`src/hw/rtl/plmc_pkg.sv`:
```
// Package for the per-label mean color block: sizes, the item type and the
// store entry type. Used by every module of the block; depends on nothing.
`default_nettype none
package plmc_pkg;
    localparam int LABEL_BITS      = 16;
    localparam int MAX_PIXELS_LOG2 = 22;
    localparam int DEPTH           = 1 << LABEL_BITS;
    localparam int COLOR_W         = 8;
    localparam int CNT_W           = 23;
    localparam int SUM_W           = 30;
    localparam int QUEUE_DEPTH     = 4;
    localparam int QPTR_W          = 2;
    localparam logic [CNT_W-1:0] COUNT_BOUND = CNT_W'(64'd1 << MAX_PIXELS_LOG2);

    typedef enum logic {
        OP_ACCUM = 1'b0,
        OP_READ  = 1'b1
    } t_op;

    typedef struct packed {
        t_op         op;
        logic [15:0] label;
        logic [7:0]  blue;
        logic [7:0]  green;
        logic [7:0]  red;
    } t_item;

    typedef struct packed {
        logic [SUM_W-1:0] blue_sum;
        logic [SUM_W-1:0] green_sum;
        logic [SUM_W-1:0] red_sum;
        logic [CNT_W-1:0] count;
        logic             sat;
    } t_entry;

    typedef struct packed {
        logic valid;
        logic pop;
    } t_qctl;
endpackage
`default_nettype wire

```
`src/hw/rtl/plmc_front.sv`:
```
// Front part: takes requests into a short queue that the back part drains.
// Depends on plmc_pkg.
`default_nettype none
module plmc_front (
    input  wire                   i_clk,
    input  wire                   i_rst_n,
    input  wire                   i_push,
    input  plmc_pkg::t_item       i_item,
    input  wire                   i_pop,
    output logic                  o_full,
    output logic                  o_valid,
    output plmc_pkg::t_item       o_item
);
    plmc_pkg::t_item r_mem [plmc_pkg::QUEUE_DEPTH];
    logic [plmc_pkg::QPTR_W-1:0] r_wr, r_rd;
    logic [plmc_pkg::QPTR_W:0]   r_cnt, n_cnt;

    assign o_full  = (r_cnt == (plmc_pkg::QPTR_W+1)'(plmc_pkg::QUEUE_DEPTH));
    assign o_valid = (r_cnt != '0);
    assign o_item  = r_mem[r_rd];

    always_comb begin
        n_cnt = r_cnt;
        if (i_push && !i_pop) n_cnt = r_cnt + 1'b1;
        else if (!i_push && i_pop) n_cnt = r_cnt - 1'b1;
    end

    always_ff @(posedge i_clk) begin
        if (!i_rst_n) begin
            r_wr  <= '0;
            r_rd  <= '0;
            r_cnt <= '0;
        end else begin
            if (i_push) r_wr <= r_wr + 1'b1;
            if (i_pop)  r_rd <= r_rd + 1'b1;
            r_cnt <= n_cnt;
        end
    end

    always_ff @(posedge i_clk) begin
        if (i_push) r_mem[r_wr] <= i_item;
    end

    a_no_overfill: assert property (@(posedge i_clk) disable iff (!i_rst_n)
        !(i_push && o_full)) else $error("push into full queue");
    a_no_underflow: assert property (@(posedge i_clk) disable iff (!i_rst_n)
        i_pop |-> o_valid) else $error("pop from empty queue");
    a_cnt_bound: assert property (@(posedge i_clk) disable iff (!i_rst_n)
        r_cnt <= (plmc_pkg::QPTR_W+1)'(plmc_pkg::QUEUE_DEPTH)) else $error("queue count");
endmodule
`default_nettype wire

```
`config.mk`:
```
export PLATFORM = sky130hd
export DESIGN_NAME = plmc_front
export DESIGN_NICKNAME = d
export VERILOG_FILES = /design/src/hw/rtl/plmc_pkg.sv /design/src/hw/rtl/plmc_front.sv
export SDC_FILE = /design/constraint.sdc
export NUM_CORES = 1
export LEC_CHECK = 0
export BUFFER_PORTS_ARGS = -buffer_cell sky130_fd_sc_hd__buf_2
export CORE_MARGIN = 2
export CORE_UTILIZATION = 45
export DETAILED_ROUTE_END_ITERATION = 7
export GPL_TIMING_DRIVEN = 1
export MAX_ROUTING_LAYER = met4
export PLACE_DENSITY_LB_ADDON = 0.25
export SYNTH_ARGS = -nofsm -noshare
export SYNTH_HDL_FRONTEND = slang
export SYNTH_SLANG_ARGS = --single-unit
```
`constraint.sdc`:
```
create_clock -name i_clk -period 5.7 [get_ports i_clk]
set_input_delay 0.57 -clock i_clk [delete_from_list [all_inputs] [get_ports i_clk]]
set_output_delay 0.57 -clock i_clk [all_outputs]
set_load 0.02 [all_outputs]
```
Word-level counts from Yosys, hierarchy flattened:

Memories as Yosys holds them, arrays and structs flattened. A register that Yosys moved wholly into a read port is not among the register bits.
Index checks and enable logic that the tools add are counted.

* mux-type cells: 6
* reduce and logical (&&, ||, !) cells: 6
* add/sub/neg operators: 4
* equal/unequal tests: 1

Operator list (number)
* 3-bit two-way mux: 2
* 2-bit by 1-bit adder with 2-bit output (second input constant): 2
* 2-bit two-way mux: 2
* 3-bit by 1-bit adder with 3-bit output (second input constant): 1
* 3-bit equality test (second input constant): 1
* 3-bit nonzero test: 1
* 3-bit by 1-bit subtractor with 3-bit output (second input constant): 1
* 1-bit logical AND: 2
* 1-bit logical NOT: 2
* 1-bit two-way mux: 2
* 2-bit nonzero test: 1

* memories: 1
* output and inout port bits: 43
* input port bits: 45
* RAM bits: 164
* bits in registers: 7
* logic and storage cells: 21

Memory list
* r_mem: depth 4, bits a word 41, rd ports 1, clocked after memory_dff 1, write ports 1, line plmc_front.sv:14 `plmc_pkg::t_item r_mem [plmc_pkg::QUEUE_DEPTH];`

Longest topological paths before layout:

* depth in word-level cells: 4
* depth in mapped cells: 7
* mapped depth without buffers: 7

Worst setup path before layout:

No wires, ideal clock.

* kind: input to register
* from: input i_push
* to: memory r_mem[0][0] (netlist bit), enable pin
* stages: 1
* path buffers: 0
* arrival: 1.564 ns
* setup time: 0.402 ns
* required time: 5.298 ns
* setup slack: 3.734 ns
* cells stage by stage: and2_1

* cells in the longest elaborated chain, start to end: 2

RTL lines
* start, declared: line plmc_front.sv:7 `input wire i_push,`
* 1-bit two-way mux: line plmc_front.sv:41 `if (i_push) r_mem[r_wr] <= i_item;`
* 1-bit two-way mux (implied by the code): line plmc_front.sv:41
* end, declared: line plmc_front.sv:14

No other way between the ends.

==> flow_metrics.env <==
export IMPL_clock_sinks=173
export IMPL_synth_cells=258
export IMPL_track_usage_pct=15.8
export IMPL_dpl_hpwl_mm=6.09
export IMPL_place_area_um2=7010
export IMPL_syn2layout_area_growth_pct=18.7
export IMPL_reg2regPathDepth=4
export IMPL_avgRoutedWirePerCell_um=19.4
export IMPL_die_w_um=123
export IMPL_synth_top_area_cell="edfxtp_1"
export IMPL_stdcell_area_um2=7610
export IMPL_use_met1_pct=19.7
export IMPL_ys_types=21
export IMPL_clk_latency_ns=0.41
export IMPL_critPathRequiredTime_ns=5.13
export IMPL_vias=2848
export IMPL_yosys_register_bits=173
export IMPL_rsz0062_at_grt="false"
export IMPL_dieArea_um2=15200
export IMPL_fp_row_count=43
export IMPL_grt_use_met2_pct=23.2
export IMPL_worst_slew_pin_slew_ns=0.858
export IMPL_clockRootBuffer="clkbuf_16"
export IMPL_clockBufferDepth=2
export IMPL_hold_start="i_item[32]"
export IMPL_diodes=0
export IMPL_min_path_cells=1
export IMPL_whs_ns=0.371
export IMPL_cts_resized=0
export IMPL_met3_usage_pct=5.95
export IMPL_drc_errors=0
export IMPL_worst_endpoint_arrival_ns=2.16
export IMPL_path_max_fanout=41
export IMPL_post_cts_buffers=0
export IMPL_grt_overflow_total=0
export IMPL_timing_final_crit_share_pct=47.8
export IMPL_ys_warn_count=0
export IMPL_port_buffers=87
export IMPL_first_global_vias=3015
export IMPL_mappedNetlistArea_um2=6410
export IMPL_synth_nets=309
export IMPL_seq_area_frac_synth_pct=79.6
export IMPL_power_density_nw_per_um2=387
export IMPL_slew_viol_final=0
export IMPL_dr_pass1_iters=4
export IMPL_pin_count=88
export IMPL_relSlewSlack_pct=42.8
export IMPL_setup_viol=0
export IMPL_leakage_uw=0.00260
export IMPL_place_congestion=0.651
export IMPL_synth_top_area_share_pct=76.8
export IMPL_max_freq_mhz=367
export IMPL_fin_crit_ns=2.73
export IMPL_ant_nets=0
export IMPL_clk_pin_slew_ns=0.06
export IMPL_crit_type="reg -> out"
export IMPL_cts_buffers=17
export IMPL_start_util_pct=46.2
export IMPL_final_nets=410
export IMPL_timing_rr_start="r_wr[0]"
export IMPL_grt_max_degree=42
export IMPL_min_path_type="in -> reg"
export IMPL_clock_skew_ns=0.00707
export IMPL_hold_viol_final=0
export IMPL_cp_end_kind="output port"
export IMPL_maxCapViolCount=0
export IMPL_wl_mm=10.7
export IMPL_synthTopCellsByArea="edfxtp_1 (77%), mux4_2 (14%), dfxtp_1 (2.8%), buf_12 (1.2%), ha_1 (0.98%)"
export IMPL_cts_htree_levels=4
export IMPL_antenna_found_initial=0
export IMPL_via_per_inst=5.16
export IMPL_die_y_um=123
export IMPL_status="finished, final reports clean"
export IMPL_holdBufCountCts=0
export IMPL_drt_iter0_drc=250
export IMPL_cts_tree="yes"
export IMPL_start_kind="register"
export IMPL_tns_ns=0
export IMPL_layout_drive_gt1_share_pct=44.1
export IMPL_synth_avg_cell_area_um2=24.9
export IMPL_grt_pass1_wl_mm=16.3
export IMPL_core_area_um2=13900
export IMPL_grt_most_used_layer="met2"
export IMPL_vdd_drop_max_mv=0.193
[kinds of logic (layout without fill, tap and decap cells)]
kind of cell | after synthesis | in the layout | share of synthesized area [%]
mux | 43 | 43 | 14.8
flops | 173 | 173 | 79.6
xor+xnor | 5 | 5 | 0.683
fa+ha+maj | 6 | 6 | 1.29
simple gates | 15 | 15 | 1.44
buf+inv | 14 | 128 | 2.03
compound gates | 2 | 2 | 0.195
[per-stage QoR]
step	power [uW]	util, %	setup WS (ns)	std cells
CTS	2980	54.8	2.86	552
global route	3050	54.8	2.77	552
global placement	1810	50.5	3.34	520
finish	2940	54.8	2.97	552
detailed placement	1820	50.5	3.32	520
floorplan	1720	-	3.73	258
[metal layers]
layer  up-vias  part of all wire [%]
li1       1282                     -
met1      1469                    43
met2        83                    48
met3        14                   7.9
met4         0                   1.6
met5         -                     0
[flip-flops by register name, indices dropped and copies added (netlist names), named ones only]
name	cells
r_cnt	3
r_wr	2
r_mem	164
r_rd	2
[Yosys cell counts]
library cell / n
mux4_1: 1
or3_1: 2
buf_12: 4
a21boi_0: 1
nor3b_1: 1
and2_1: 9
xnor2_1: 2
buf_2: 4
fa_1: 1
buf_6: 1
xor2_1: 3
inv_1: 4
nand2_1: 1
mux2i_1: 2
buf_1: 1
mux4_2: 40
dfxtp_1: 9
ha_1: 5
nor2b_1: 2
edfxtp_1: 164
o21ai_0: 1
[final timing paths]
kind | to | slack (ns)
setup / recovery | o_item[36] | 2.97
hold / removal | r_mem[3][32] | 0.37
setup reg to reg | r_mem[2][9] | 3.84
hold reg to reg | r_cnt[2] | 0.52
[placed cells by master (no fill, tap or decap)]
cell type and count:
dfxtp_1 7, o21ai_0 1, clkinv_1 4, xor2_1 3, clkbuf_1 2, buf_2 87, mux2i_1 2, nand2_1 1
a21boi_0 1, or3_1 2, mux4_1 1, mux4_2 40, fa_1 1, bufinv_16 4, clkinvlp_4 2, clkinv_4 2
edfxtp_1 164, dfxtp_4 1, xnor2_1 2, and2_2 4, inv_1 4, buf_4 5, nor2b_1 2, nor3b_1 1
dfxtp_2 1, and2_1 5, clkbuf_16 17, clkinv_2 1, ha_1 5
[report_power, final]
| group | switching (uW) | internal (uW) | total [uW] |
|---|---|---|---|
| logic | 158 | 125 | 283 |
| clock network | 436 | 727 | 1160 |
| registers | 39.1 | 1460 | 1500 |
| total | 632 | 2310 | 2940 |
[critical path: stages (launching register included)]
cell     delay [ns]
dfxtp_4        0.91
mux4_1         0.64
buf_2          0.17
[final cells by class]
class | instances | area [um2]
sequential | 173 | 5110
inverter | 4 | 15.0
clock inverter | 13 | 173
timing repair buffer | 92 | 473
tap | 180 | 225
multi-input combinational | 71 | 1180
clock buffer | 19 | 433
fill | 1096 | 6270
Note: power is estimated with default switching activity, not from simulation.
